## src/sv/ttfp_pkg.sv

```systemverilog
`timescale 1ns / 1ps
// ----------------------------------------------------------------------------
// ttfp_pkg
// Shared types, codes and character constants of the tagged text frame
// parser: event codes, frame delimiters and the checksum record name.
// ----------------------------------------------------------------------------
package ttfp_pkg;

   // field widths
   localparam int BYTE_W  = 8;
   localparam int EVENT_W = 4;
   localparam int FILL_W  = 6;

   // default capacities
   localparam int NAME_CAP_DEF  = 9;
   localparam int VALUE_CAP_DEF = 33;

   // default bad frame tolerance after reset
   localparam logic [BYTE_W-1:0] TOLERANCE_RST = 8'd3;

   // event codes on the result beat
   typedef enum logic [EVENT_W-1:0] {
      EV_NONE       = 4'd0,
      EV_NAME_CHAR  = 4'd1,
      EV_VALUE_CHAR = 4'd2,
      EV_NAME_END   = 4'd3,
      EV_REC_OK     = 4'd4,
      EV_REC_DROP   = 4'd5,
      EV_FRAME_GOOD = 4'd6,
      EV_FRAME_BAD  = 4'd7,
      EV_HEX_END    = 4'd8
   } event_type;

   // delimiter characters
   localparam logic [BYTE_W-1:0] CH_COLON   = 8'h3A;
   localparam logic [BYTE_W-1:0] CH_NEWLINE = 8'h0A;
   localparam logic [BYTE_W-1:0] CH_TAB     = 8'h09;
   localparam logic [BYTE_W-1:0] CH_CR      = 8'h0D;
   localparam logic [BYTE_W-1:0] CH_LOWER_A = 8'h61;
   localparam logic [BYTE_W-1:0] CH_LOWER_Z = 8'h7A;
   localparam logic [BYTE_W-1:0] CASE_DIFF  = 8'h20;

   // name of the record that closes a frame
   localparam int TAG_LEN = 8;
   localparam logic [BYTE_W-1:0] CHECK_TAG [TAG_LEN] = '{
      8'h43, 8'h48, 8'h45, 8'h43, 8'h4B, 8'h53, 8'h55, 8'h4D
   };

   // ascii a-z to upper case, everything else unchanged
   function automatic logic [BYTE_W-1:0] to_upper(input logic [BYTE_W-1:0] c);
      if (c >= CH_LOWER_A && c <= CH_LOWER_Z) begin
         return c - CASE_DIFF;
      end
      return c;
   endfunction

endpackage

```

## src/sv/tagged_text_frame_parser.sv

```systemverilog
`timescale 1ns / 1ps
// ----------------------------------------------------------------------------
// tagged_text_frame_parser
// Parses a serial text frame of newline / name / tab / value records closed
// by a CHECKSUM record, one byte per beat, and gives one event per byte.
// ----------------------------------------------------------------------------
//  channel  ports                                          direction
//  req      req_valid req_ready req_in_byte                in
//  rsp      rsp_valid rsp_ready rsp_event_res rsp_char_out out
//           rsp_error_flag rsp_bad_frame_count
//  csr      csr_wr_en csr_wr_data                          in, write only
//
// One byte is taken per cycle; its event is in the result register in the next
// cycle. The parse state, running sum and fill count are updated in the same
// cycle the byte is taken, so consecutive bytes follow back to back.
// A stalled result holds and blocks the next byte only while rsp_ready is low.
// Synchronous reset returns to idle with sum, counts and error flag cleared
// and the tolerance at 3; the name store is not cleared.
// ----------------------------------------------------------------------------
module tagged_text_frame_parser
   import ttfp_pkg::*;
#(
   parameter int NAME_CAP  = NAME_CAP_DEF,
   parameter int VALUE_CAP = VALUE_CAP_DEF
) (
   input  logic                clock,
   input  logic                reset,
   // byte input
   input  logic                req_valid,
   output logic                req_ready,
   input  logic [BYTE_W-1:0]   req_in_byte,
   // event output
   output logic                rsp_valid,
   input  logic                rsp_ready,
   output logic [EVENT_W-1:0]  rsp_event_res,
   output logic [BYTE_W-1:0]   rsp_char_out,
   output logic                rsp_error_flag,
   output logic [BYTE_W-1:0]   rsp_bad_frame_count,
   // tolerance register
   input  logic                csr_wr_en,
   input  logic [BYTE_W-1:0]   csr_wr_data
);

   localparam int NAME_IDX_W = (NAME_CAP > 1) ? $clog2(NAME_CAP) : 1;
   localparam logic [FILL_W-1:0] NAME_CAP_F  = FILL_W'(NAME_CAP);
   localparam logic [FILL_W-1:0] VALUE_CAP_F = FILL_W'(VALUE_CAP);
   localparam logic [FILL_W-1:0] TAG_LEN_F   = FILL_W'(TAG_LEN);
   localparam logic [BYTE_W-1:0] COUNT_MAX   = '1;

   typedef enum logic [2:0] {
      ST_IDLE,
      ST_BEGIN,
      ST_NAME,
      ST_VALUE,
      ST_CHECK,
      ST_HEX
   } state_type;

   // registers
   state_type           state_ff, state_in;
   logic [BYTE_W-1:0]   sum_ff, sum_in;
   logic [FILL_W-1:0]   fill_ff, fill_in;
   logic [BYTE_W-1:0]   bad_ff, bad_in;
   logic                error_ff, error_in;
   logic [BYTE_W-1:0]   tol_ff;
   logic                rsp_valid_ff;
   event_type           event_ff, event_in;
   logic [BYTE_W-1:0]   char_ff, char_in;
   logic [BYTE_W-1:0]   name_store_ff [NAME_CAP];

   // combinational helpers
   logic                accept;
   logic [BYTE_W-1:0]   uc;
   state_type           state_w;
   logic [BYTE_W-1:0]   sum_add;
   logic                tag_match;
   logic                name_we;

   assign req_ready = !rsp_valid_ff || rsp_ready;
   assign accept    = req_valid && req_ready;

   // name compare against the closing record tag
   always_comb begin
      tag_match = (fill_ff == TAG_LEN_F);
      for (int i = 0; i < TAG_LEN; i++) begin
         if (name_store_ff[i] != CHECK_TAG[i]) begin
            tag_match = 1'b0;
         end
      end
   end

   // next state for one byte
   always_comb begin
      uc       = to_upper(req_in_byte);
      state_w  = (req_in_byte == CH_COLON && state_ff != ST_CHECK) ? ST_HEX : state_ff;
      sum_add  = sum_ff + req_in_byte;
      sum_in   = (state_w != ST_HEX) ? sum_add : sum_ff;
      state_in = state_w;
      fill_in  = fill_ff;
      bad_in   = bad_ff;
      error_in = error_ff;
      event_in = EV_NONE;
      char_in  = '0;
      name_we  = 1'b0;
      unique case (state_w)
         ST_IDLE: begin
            if (uc == CH_NEWLINE) begin
               state_in = ST_BEGIN;
            end
         end
         ST_BEGIN: begin
            fill_in  = FILL_W'(1);
            state_in = ST_NAME;
            event_in = EV_NAME_CHAR;
            char_in  = uc;
         end
         ST_NAME: begin
            if (uc == CH_TAB) begin
               event_in = EV_NAME_END;
               if (fill_ff < NAME_CAP_F && tag_match) begin
                  state_in = ST_CHECK;
               end else begin
                  fill_in  = '0;
                  state_in = ST_VALUE;
               end
            end else begin
               if (fill_ff < NAME_CAP_F) begin
                  name_we = 1'b1;
                  fill_in = fill_ff + FILL_W'(1);
               end
               event_in = EV_NAME_CHAR;
               char_in  = uc;
            end
         end
         ST_VALUE: begin
            if (uc == CH_NEWLINE) begin
               event_in = (fill_ff < VALUE_CAP_F) ? EV_REC_OK : EV_REC_DROP;
               state_in = ST_BEGIN;
            end else if (uc != CH_CR) begin
               if (fill_ff < VALUE_CAP_F) begin
                  fill_in = fill_ff + FILL_W'(1);
               end
               event_in = EV_VALUE_CHAR;
               char_in  = uc;
            end
         end
         ST_CHECK: begin
            if (sum_add == '0) begin
               bad_in   = '0;
               event_in = EV_FRAME_GOOD;
            end else begin
               if (bad_ff != COUNT_MAX) begin
                  bad_in = bad_ff + BYTE_W'(1);
               end
               event_in = EV_FRAME_BAD;
            end
            error_in = (bad_in >= tol_ff);
            sum_in   = '0;
            state_in = ST_IDLE;
         end
         ST_HEX: begin
            if (uc == CH_NEWLINE) begin
               sum_in   = '0;
               state_in = ST_IDLE;
               event_in = EV_HEX_END;
            end
         end
         default: begin
            state_in = ST_IDLE;
         end
      endcase
   end

   // parse state and result register
   always_ff @(posedge clock) begin
      if (reset) begin
         state_ff     <= ST_IDLE;
         sum_ff       <= '0;
         fill_ff      <= '0;
         bad_ff       <= '0;
         error_ff     <= 1'b0;
         tol_ff       <= TOLERANCE_RST;
         rsp_valid_ff <= 1'b0;
      end else begin
         if (csr_wr_en) begin
            tol_ff <= csr_wr_data;
         end
         if (accept) begin
            state_ff     <= state_in;
            sum_ff       <= sum_in;
            fill_ff      <= fill_in;
            bad_ff       <= bad_in;
            error_ff     <= error_in;
            event_ff     <= event_in;
            char_ff      <= char_in;
            rsp_valid_ff <= 1'b1;
         end else if (rsp_ready) begin
            rsp_valid_ff <= 1'b0;
         end
      end
   end

   // name store, first name character goes to entry zero
   always_ff @(posedge clock) begin
      if (accept && state_w == ST_BEGIN) begin
         name_store_ff[0] <= uc;
      end else if (accept && name_we) begin
         name_store_ff[fill_ff[NAME_IDX_W-1:0]] <= uc;
      end
   end

   assign rsp_valid           = rsp_valid_ff;
   assign rsp_event_res       = event_ff;
   assign rsp_char_out        = char_ff;
   assign rsp_error_flag      = error_ff;
   assign rsp_bad_frame_count = bad_ff;

   // a taken byte always produces a result beat
   a_accept_gives_beat: assert property (@(posedge clock) disable iff (reset)
      accept |=> rsp_valid)
      else $error("accepted byte gave no result beat");

   // character only carried on name and value character events
   a_char_only_on_char: assert property (@(posedge clock) disable iff (reset)
      rsp_valid && rsp_event_res != EV_NAME_CHAR && rsp_event_res != EV_VALUE_CHAR
      |-> rsp_char_out == '0)
      else $error("character on a non-character event");

   // good frame clears the bad frame count
   a_good_clears_count: assert property (@(posedge clock) disable iff (reset)
      rsp_valid && rsp_event_res == EV_FRAME_GOOD |-> rsp_bad_frame_count == '0)
      else $error("bad frame count not cleared on good frame");

   // error flag moves only at a frame end
   a_error_at_frame_end: assert property (@(posedge clock) disable iff (reset)
      !$stable(error_ff) && !$past(reset) |-> $past(accept && state_w == ST_CHECK))
      else $error("error flag changed outside a frame end");

endmodule

```

## config.mk

```make
export PLATFORM = sky130hd
export DESIGN_NAME = tagged_text_frame_parser
export DESIGN_NICKNAME = d
export VERILOG_FILES = /design/src/sv/ttfp_pkg.sv /design/src/sv/tagged_text_frame_parser.sv
export SDC_FILE = /design/constraint.sdc
export NUM_CORES = 1
export LEC_CHECK = 0
export BUFFER_PORTS_ARGS = -buffer_cell sky130_fd_sc_hd__clkbuf_2
export CAP_MARGIN = 15
export CORE_MARGIN = 2
export CORE_UTILIZATION = 45
export DETAILED_ROUTE_END_ITERATION = 10
export GPL_TIMING_DRIVEN = 0
export PLACE_DENSITY = 0.67
export SLEW_MARGIN = 20
export SYNTH_ARGS = -nofsm -noshare
export SYNTH_HDL_FRONTEND = slang
export SYNTH_SLANG_ARGS = --single-unit
```

## constraint.sdc

```tcl
create_clock -name clock -period 5.5 [get_ports clock]
set_input_delay 0.825 -clock clock [delete_from_list [all_inputs] [get_ports clock]]
set_output_delay 0.825 -clock clock [all_outputs]
set_load 0.01 [all_outputs]
```

# Word level (Yosys, flattened, before mapping)
# Memory sizes are Yosys's and may differ from the RTL's.
# Index checks and enable logic that the tools add are counted.
# Widths: inputs -> output; s select.
totals:
  ff_bits: 47
  ram_bits: 72
  output_inout_bits: 23
  elab_cells: 117
  memories: 1
classes:
  n_addsub: 4
  n_lt_le_gt_ge: 5
  n_eq_ne: 26
  mux: 54
  bitwise_logic: 1
  n_reduce_logical: 17
mem_list:
  columns: ["memory", "words", "word_bits", "read_ports", "rd_ports_with_merged_regs", "wr", "line", "source"]
  rows:
  - ["name_store_ff", 9, 8, 8, 0, 1, "tagged_text_frame_parser.sv:69", "logic [BYTE_W-1:0] name_store_ff [NAME_CAP];"]
op_table:
  columns: ["operator", "n"]
  rows:
  - ["$mux 8", 11]
  - ["$ne 8x7->1 const B", 8]
  - ["$mux 6", 6]
  - ["$pmux 8 s3", 1]
  - ["$mux 1", 22]
  - ["$pmux 4 s5", 1]
  - ["$mux 3", 6]
  - ["$pmux 6 s3", 1]
  - ["$eq 8x4->1 const B", 2]
  - ["$pmux 8 s2", 1]
  - ["$ne 3x3->1 const B", 4]
  - ["$pmux 3 s4", 1]
  - ["$add 8x1->8 const B", 1]
  - ["$add 8x8->8", 1]
  - ["$eq 8x6->1 const B", 1]
  - ["$ge 8x7->1 const B", 1]
  - ["$ge 8x8->1", 1]
  - ["$le 8x7->1 const B", 1]
  - ["$logic_not 8->1", 1]
  - ["$mux 4", 2]
  - ["$ne 8x4->1 const B", 1]
  - ["$ne 8x8->1 const B", 1]
  - ["$reduce_or 8->1", 1]
  - ["$sub 8x6->8 const B", 1]
  - ["19 further kinds", 30]

# Longest topological paths before layout
# Gate-level depths: netlist (run 1).
# An unclocked memory read counts as a cell.
logic_depth:
  depth_word: 14
  depth_mapped: 17
  mapped_depth_nobuf: 17

# Worst setup path after synthesis (run 1)
# OpenSTA, ideal clock, no wires.
synth_path:
  path_type: "input to register"
  from: "input port req_in_byte[0]"
  to: "register error_ff (netlist: rsp_error_flag)"
  t_arrival_ps: 4085
  slack_ps: 1281
  stages: 16
  cell_sequence: "ha_1 > fa_1 > xor2_1 > or3_1 > or4_1 > a211oi_2 > nand2b_1 > ha_1 > nand2b_1 > a21oi_1 > nor2b_1 > o21ai_0 > a21oi_1 > o21a_1 > o21ai_0 > a211oi_1"
synth_via:
  elab_chain_cells: 5
  word_cells_on_any_way: 10
synth_lines:
  columns: ["item", "line", "source"]
  rows:
  - ["start: declaration", "tagged_text_frame_parser.sv:31", "input logic [BYTE_W-1:0] req_in_byte,"]
  - ["$add 8x8->8 or $eq 8x6->1 (tied branches)", "tagged_text_frame_parser.sv:96, tagged_text_frame_parser.sv:95", null]
  - ["$logic_not 8->1 or $logic_and 1x1->1 (tied branches)", "tagged_text_frame_parser.sv:148, tagged_text_frame_parser.sv:95", null]
  - ["$mux 8 or $mux 3 (tied branches)", "tagged_text_frame_parser.sv:148, tagged_text_frame_parser.sv:95", null]
  - ["$mux 8 or $eq 3x3->1 (tied branches)", "tagged_text_frame_parser.sv:105", "unique case (state_w)"]
  - ["$ge 8x8->1 or $reduce_and 2->1 (tied branches)", null, null]
  - ["end signal: assignment", "tagged_text_frame_parser.sv:193", "error_ff <= error_in;"]
  - ["end: declaration", "tagged_text_frame_parser.sv:64", "logic error_ff, error_in;"]
# Several ways; a longest one is shown, not always the timed one. The select of a mux whose other input is x is not followed.
# A chain may end at the register's enable or synchronous reset.

# Worst setup path after layout (run 1)
# Same ends and word-level chain as after synthesis.

==> flow_metrics.env, run 1 <==
export IMPL_clockRootBuffer="clkbuf_16"
export IMPL_dp_cells=654
export IMPL_syn_to_final_growth_pct=14.3
export IMPL_num_vias=3805
export IMPL_gp_congestion=0.872
export IMPL_fin_cells=670
export IMPL_cp_arrival_ps=4960
export IMPL_cts_sinks=111
export IMPL_final_cell_area_sq_um=5960
export IMPL_synth_enable_flop_cells=76
export IMPL_min_path_cells=2
export IMPL_ys_async_sr_fraction_pct=0
export IMPL_post_drt_wl_per_cell_microns=16.7
export IMPL_post_cts_setup_buffers=0
export IMPL_cts_tree="built"
export IMPL_final_nets=564
export IMPL_grt_pass1_wl_mm=18.3
export IMPL_dieWidth_microns=112
export IMPL_ant_nets=0
export IMPL_period_needed_ps=4750
export IMPL_synth_cells=465
export IMPL_overflow=0
export IMPL_firstDrtPassIters=6
export IMPL_max_cap_viol_count=0
export IMPL_ys_ff_latch=111
export IMPL_yosysWarnings=0
export IMPL_worstSkewPairLatency_ps=350
export IMPL_clock_path_buffers=2
export IMPL_synth_top_area_share_pct=43.8
export IMPL_path_depth=17
export IMPL_crit_chain="clkbuf_2 > ha_1 > fa_1 > xor2_1 > or3_1 > or4_1 > a211oi_2 > nand2b_1 > ha_1 > nand2b_1 > a21oi_1 > nor2b_1 > o21ai_0 > a21oi_1 > o21a_1 > o21ai_0 > a211oi_1"
export IMPL_synth_common_cells="edfxtp_1, nor2_1, dfxtp_1"
export IMPL_cts_max_level=3
export IMPL_hold_buffers=0
export IMPL_max_stage_delay_ps=680
export IMPL_crit_fanout=15
export IMPL_ys_seq_area_share_pct=57.3
export IMPL_fin_util_pct=52.4
export IMPL_yosysUniqueCellTypes=60
export IMPL_drive_above_1_share_pct=15.4
export IMPL_ctsResizeCount=0
export IMPL_r2r_start="sum_ff[0]$_SDFFE_PP0P_"
export IMPL_slew_headroom_pct=25.2
export IMPL_grt_max_degree=21
export IMPL_pin_count=44
export IMPL_drv_slew=0
export IMPL_power_density_nw_per_um2=282
export IMPL_cp_top_family="compound AO/OA/AOI/OAI gates"
export IMPL_timing_final_ws_setup_ps=748
export IMPL_critPathCapture="rsp_error_flag$_SDFFE_PP0P_"
export IMPL_worst_slew_pin_slew_ps=1110
export IMPL_required_ps=5710
export IMPL_syn_avg_cell_area_sq_um=11.2
export IMPL_core_sq_um=11400
export IMPL_routed_wl_mm=11.2
export IMPL_reg2reg_to="rsp_error_flag$_SDFFE_PP0P_"
export IMPL_preCtsSetupSlack_ps=377
export IMPL_cpMaxStageDelayCell="a211oi_2"
export IMPL_port_buffers=42
export IMPL_rsz0062_at_grt="false"
export IMPL_r2r_setup_slack_ps=1290
export IMPL_clock_skew_ps=9.04
export IMPL_grt_usage_pct=18.6
export IMPL_period_share_pct=86.4
export IMPL_initial_core_util_pct=45.8
export IMPL_setup_violations_final=0
export IMPL_fin_setup_tns_ps=0
export IMPL_startpoint="req_in_byte[0]"
export IMPL_cts_buffers=9
export IMPL_synth_area_sq_um=5210
export IMPL_drc_errors=0
export IMPL_synth_top_area_cell="edfxtp_1"
export IMPL_hpwl_mm=7.80
export IMPL_fmax_mhz=210
export IMPL_num_rows=39
export IMPL_timing_hold_ws_ps=483
export IMPL_critical_path_class="in -> reg"
export IMPL_cp_end_kind="flip-flop"
export IMPL_min_path_type="reg -> reg"
export IMPL_drt_iter0_drc=275
export IMPL_clk_pin_slew_ps=80
export IMPL_power_leakage_nw=2.13
export IMPL_die_h_microns=112
export IMPL_finalPower_mw=1.68
export IMPL_synthMostInstantiatedCell="edfxtp_1"
export IMPL_synth_area_leaders="edfxtp_1, dfxtp_1, ha_1"
export IMPL_irDropWorstVdd_v=0.000128
export IMPL_grt_pass1_vias=3596
export IMPL_startpoint_type="input port"
export IMPL_grt_antenna_before_repair=0
export IMPL_synthFlopType="edfxtp_1"
export IMPL_reg2reg_depth=16
export IMPL_n_antenna_cell=0
export IMPL_avgViaCountPerCell=5.68
export IMPL_status="completed"
export IMPL_die_area_sq_um=12500
export IMPL_path_buf_inv=1
export IMPL_placed_area_sq_um=5670
export IMPL_syn_num_nets=507
export IMPL_hold_violations=0
-- per-layer routing --
metal  GRT usage (%)  vias to the layer above  part of all wire, %
met5               0                        -                    0
met4            6.34                        0                  1.6
met3            4.08                       16                  5.5
met2            29.3                      118                   47
met1            25.7                     1803                   46
li1                -                     1868                    -
-- how the worst min path moves through the flow --
stage	startpoint	endpoint
after floorplan	tol_ff[0]$_SDFFE_PP1P_	tol_ff[0]$_SDFFE_PP1P_
after CTS	sum_ff[7]$_SDFFE_PP0P_	sum_ff[7]$_SDFFE_PP0P_
after global routing	sum_ff[7]$_SDFFE_PP0P_	sum_ff[7]$_SDFFE_PP0P_
after global placement	sum_ff[7]$_SDFFE_PP0P_	sum_ff[7]$_SDFFE_PP0P_
after detailed placement	sum_ff[7]$_SDFFE_PP0P_	sum_ff[7]$_SDFFE_PP0P_
final	sum_ff[7]$_SDFFE_PP0P_	sum_ff[7]$_SDFFE_PP0P_
-- flip-flops by register name (all words and copies together), names as in the netlist --
register and flops:
rsp_char_out 8, tol_ff 8, rsp_bad_frame_count 8, rsp_event_res 4, state_ff 3, fill_ff 6, rsp_error_flag 1, name_store_ff 64
rsp_valid 1, sum_ff 8
-- worst min-delay path, cell delays in order (launching register included) --
cell and delay (ps):
dfxtp_1 320, nand2_1 60, a21oi_1 60
-- cell families after synthesis --
family	synth area share, %
and+or+nand+nor	17.7
DFF	57.3
AOI/OAI and AO/OA	13.5
buffers and inverters	3.27
adders and majority gates	5.19
muxes	2.11
xor gates and xnor gates	1.01
-- power breakdown --
group	total, mW	internal [mW]	switching (mW)
registers	0.913	0.905	0.00742
logic	0.142	0.0537	0.0880
clock network	0.627	0.319	0.309
-- cell type report --
type	count	area, sq um
clock inverter	6	61.3
fill	986	5410
inverter	22	82.6
buffer	19	87.6
timing repair buffer	46	233
tap	143	179
clock buffer	10	229
multi-input combinational	313	2100
sequential	111	2980
-- cell usage in the layout (no fill, tap or decap), drive strengths merged, types with 8 or more instances in the layout --
cell / netlist / routed
nand3: 14 / 14
nor4: 11 / 11
nand2: 22 / 22
ha: 20 / 20
buf: 5 / 9
inv: 22 / 25
a22oi: 9 / 9
mux2i: 11 / 11
a21oi: 30 / 30
edfxtp: 76 / 76
o21ai: 21 / 21
nor2: 49 / 49
nand2b: 8 / 8
clkbuf: 14 / 66
dfxtp: 35 / 35
(Power assumes the default switching activity.)
==> inputs of run 2 (changes only) <==
- PLACE_DENSITY: 0.67 -> 0.65
==> flow_metrics.env, run 2 (synthesis gave the netlist of run 1 again) <==
export IMPL_ant_nets=0
export IMPL_max_cap_viol_count=0
export IMPL_swShare_pct=23.0
export IMPL_port_buffers=42
export IMPL_timing_final_ws_setup_ps=740
export IMPL_largest_register_ffs=64
export IMPL_cts_buffers=9
export IMPL_post_cts_setup_buffers=0
export IMPL_core_sq_um=11400
export IMPL_die_area_sq_um=12500
export IMPL_dieWidth_microns=112
export IMPL_initial_core_util_pct=45.8
export IMPL_setup_violations_final=0
export IMPL_netSwitchingPower_uw=408
export IMPL_hold_buffers=0
export IMPL_grt_antenna_before_repair=0
export IMPL_critPathCapture="rsp_error_flag$_SDFFE_PP0P_"
export IMPL_status="completed"
export IMPL_p_int_mw=1.37
export IMPL_final_cell_area_sq_um=5990
export IMPL_post_drt_wl_per_cell_microns=16.8
export IMPL_power_density_nw_per_um2=296
export IMPL_reg2reg_to="rsp_error_flag$_SDFFE_PP0P_"
export IMPL_irDropWorstVdd_v=0.000140
export IMPL_critical_path_class="in -> reg"
export IMPL_seqPwrFrac_pct=51.4
export IMPL_hold_violations=0
export IMPL_combinationalPowerShare_pct=8.0
export IMPL_fmax_mhz=210
export IMPL_overflow=0
export IMPL_drc_errors=0
export IMPL_clk_pin_slew_ps=70
export IMPL_cts_max_level=3
export IMPL_gp_congestion=0.856
export IMPL_num_rows=39
export IMPL_syn_to_final_growth_pct=15.0
export IMPL_die_h_microns=112
export IMPL_slew_headroom_pct=23.4
export IMPL_avgViaCountPerCell=5.69
export IMPL_cts_tree="built"
export IMPL_required_ps=5720
export IMPL_placed_area_sq_um=5660
export IMPL_reg2reg_depth=16
export IMPL_r2r_setup_slack_ps=1280
export IMPL_dp_cells=654
export IMPL_drt_iter0_drc=243
export IMPL_pin_count=44
export IMPL_grt_usage_pct=19.1
export IMPL_final_nets=564
export IMPL_met1Wirelength_mm=5.27
export IMPL_clock_path_buffers=2
export IMPL_fin_cells=670
export IMPL_grt_max_degree=20
export IMPL_min_path_type="reg -> reg"
export IMPL_routed_top_layer="met4"
export IMPL_p_clk_share_pct=40.5
export IMPL_drive_above_1_share_pct=15.4
export IMPL_nFillCells=998
export IMPL_firstDrtPassIters=5
export IMPL_r2r_start="sum_ff[0]$_SDFFE_PP0P_"
export IMPL_grt_pass1_wl_mm=18.7
export IMPL_crit_fanout=15
export IMPL_met3_length_microns=619
export IMPL_worst_slew_pin_slew_ps=1140
export IMPL_num_vias=3809
export IMPL_rsz0062_at_grt="false"
export IMPL_routed_wl_met2_mm=5.27
export IMPL_layout_commonest_cell="edfxtp_1"
export IMPL_drv_slew=0
export IMPL_period_needed_ps=4760
export IMPL_grt_pass1_vias=3640
export IMPL_cp_end_kind="flip-flop"
export IMPL_cts_sinks=111
export IMPL_ctsResizeCount=0
export IMPL_most_common_layout_cells="edfxtp_1, nor2_1, clkbuf_2"
export IMPL_fin_setup_tns_ps=0
export IMPL_startpoint="req_in_byte[0]"
export IMPL_cp_arrival_ps=4970
export IMPL_period_share_pct=86.5
export IMPL_preCtsSetupSlack_ps=394
export IMPL_startpoint_type="input port"
export IMPL_n_antenna_cell=0
export IMPL_hpwl_mm=7.81
export IMPL_regMostFlops="name_store_ff"
export IMPL_clockRootBuffer="clkbuf_16"
export IMPL_clock_skew_ps=8.98
export IMPL_power_leakage_nw=2.16
export IMPL_routed_wl_mm=11.3
export IMPL_worstSkewPairLatency_ps=350
[run 2: layout make-up]
class                      instances  area [sq um]  share of cell area (%)
timing repair buffer              46           230                    3.84
sequential                       111          2980                    49.8
tap                              143           179                    2.99
buffer                            19          87.6                    1.46
multi-input combinational        313          2100                    35.1
inverter                          22          82.6                    1.38
clock inverter                     6           100                    1.67
clock buffer                      10           229                    3.82
[run 2: worst min path at each step]
stage,startpoint,to,slack (ps),cells after the start
floorplan,tol_ff[0]$_SDFFE_PP1P_,tol_ff[0]$_SDFFE_PP1P_,450,2
global placement,sum_ff[7]$_SDFFE_PP0P_,sum_ff[7]$_SDFFE_PP0P_,460,2
detailed placement,sum_ff[7]$_SDFFE_PP0P_,sum_ff[7]$_SDFFE_PP0P_,460,2
CTS,sum_ff[7]$_SDFFE_PP0P_,sum_ff[7]$_SDFFE_PP0P_,470,2
global route,sum_ff[7]$_SDFFE_PP0P_,sum_ff[7]$_SDFFE_PP0P_,500,2
finish,sum_ff[7]$_SDFFE_PP0P_,sum_ff[7]$_SDFFE_PP0P_,470,2
[run 2: power groups by stage]
stage / clock network [mW] / logic [mW] / registers, mW
after floorplan: 0 / 0.0914 / 0.932
after global placement: 0 / 0.139 / 0.931
after detailed placement: 0 / 0.142 / 0.932
after CTS: 0.732 / 0.143 / 0.913
after global routing: 0.770 / 0.161 / 0.914
final: 0.720 / 0.143 / 0.913
[run 2: per-layer routing]
metal | up-vias | global-route usage [%]
li1 | 1871 | -
met2 | 116 | 29.6
met3 | 9 | 4.57
met1 | 1813 | 27.2
met5 | - | 0
met4 | 0 | 5.10
[run 2: stage by stage]
| step | total power [mW] | util [%] | hold WS (ps) |
|---|---|---|---|
| floorplan | 1.02 | - | 448 |
| CTS | 1.79 | 52.7 | 474 |
| finish | 1.78 | 52.7 | 474 |
| detailed placement | 1.07 | 49.8 | 463 |
| global placement | 1.07 | 49.2 | 457 |
| global route | 1.84 | 52.7 | 501 |
[run 2: critical path, stage by stage]
cell and delay [ps]:
clkbuf_2 260, ha_1 330, fa_1 420, xor2_1 190, or3_1 320, or4_1 560, a211oi_2 680, nand2b_1 190
ha_1 220, nand2b_1 140, a21oi_1 140, nor2b_1 60, o21ai_0 150, a21oi_1 90, o21a_1 170, o21ai_0 150
a211oi_1 90
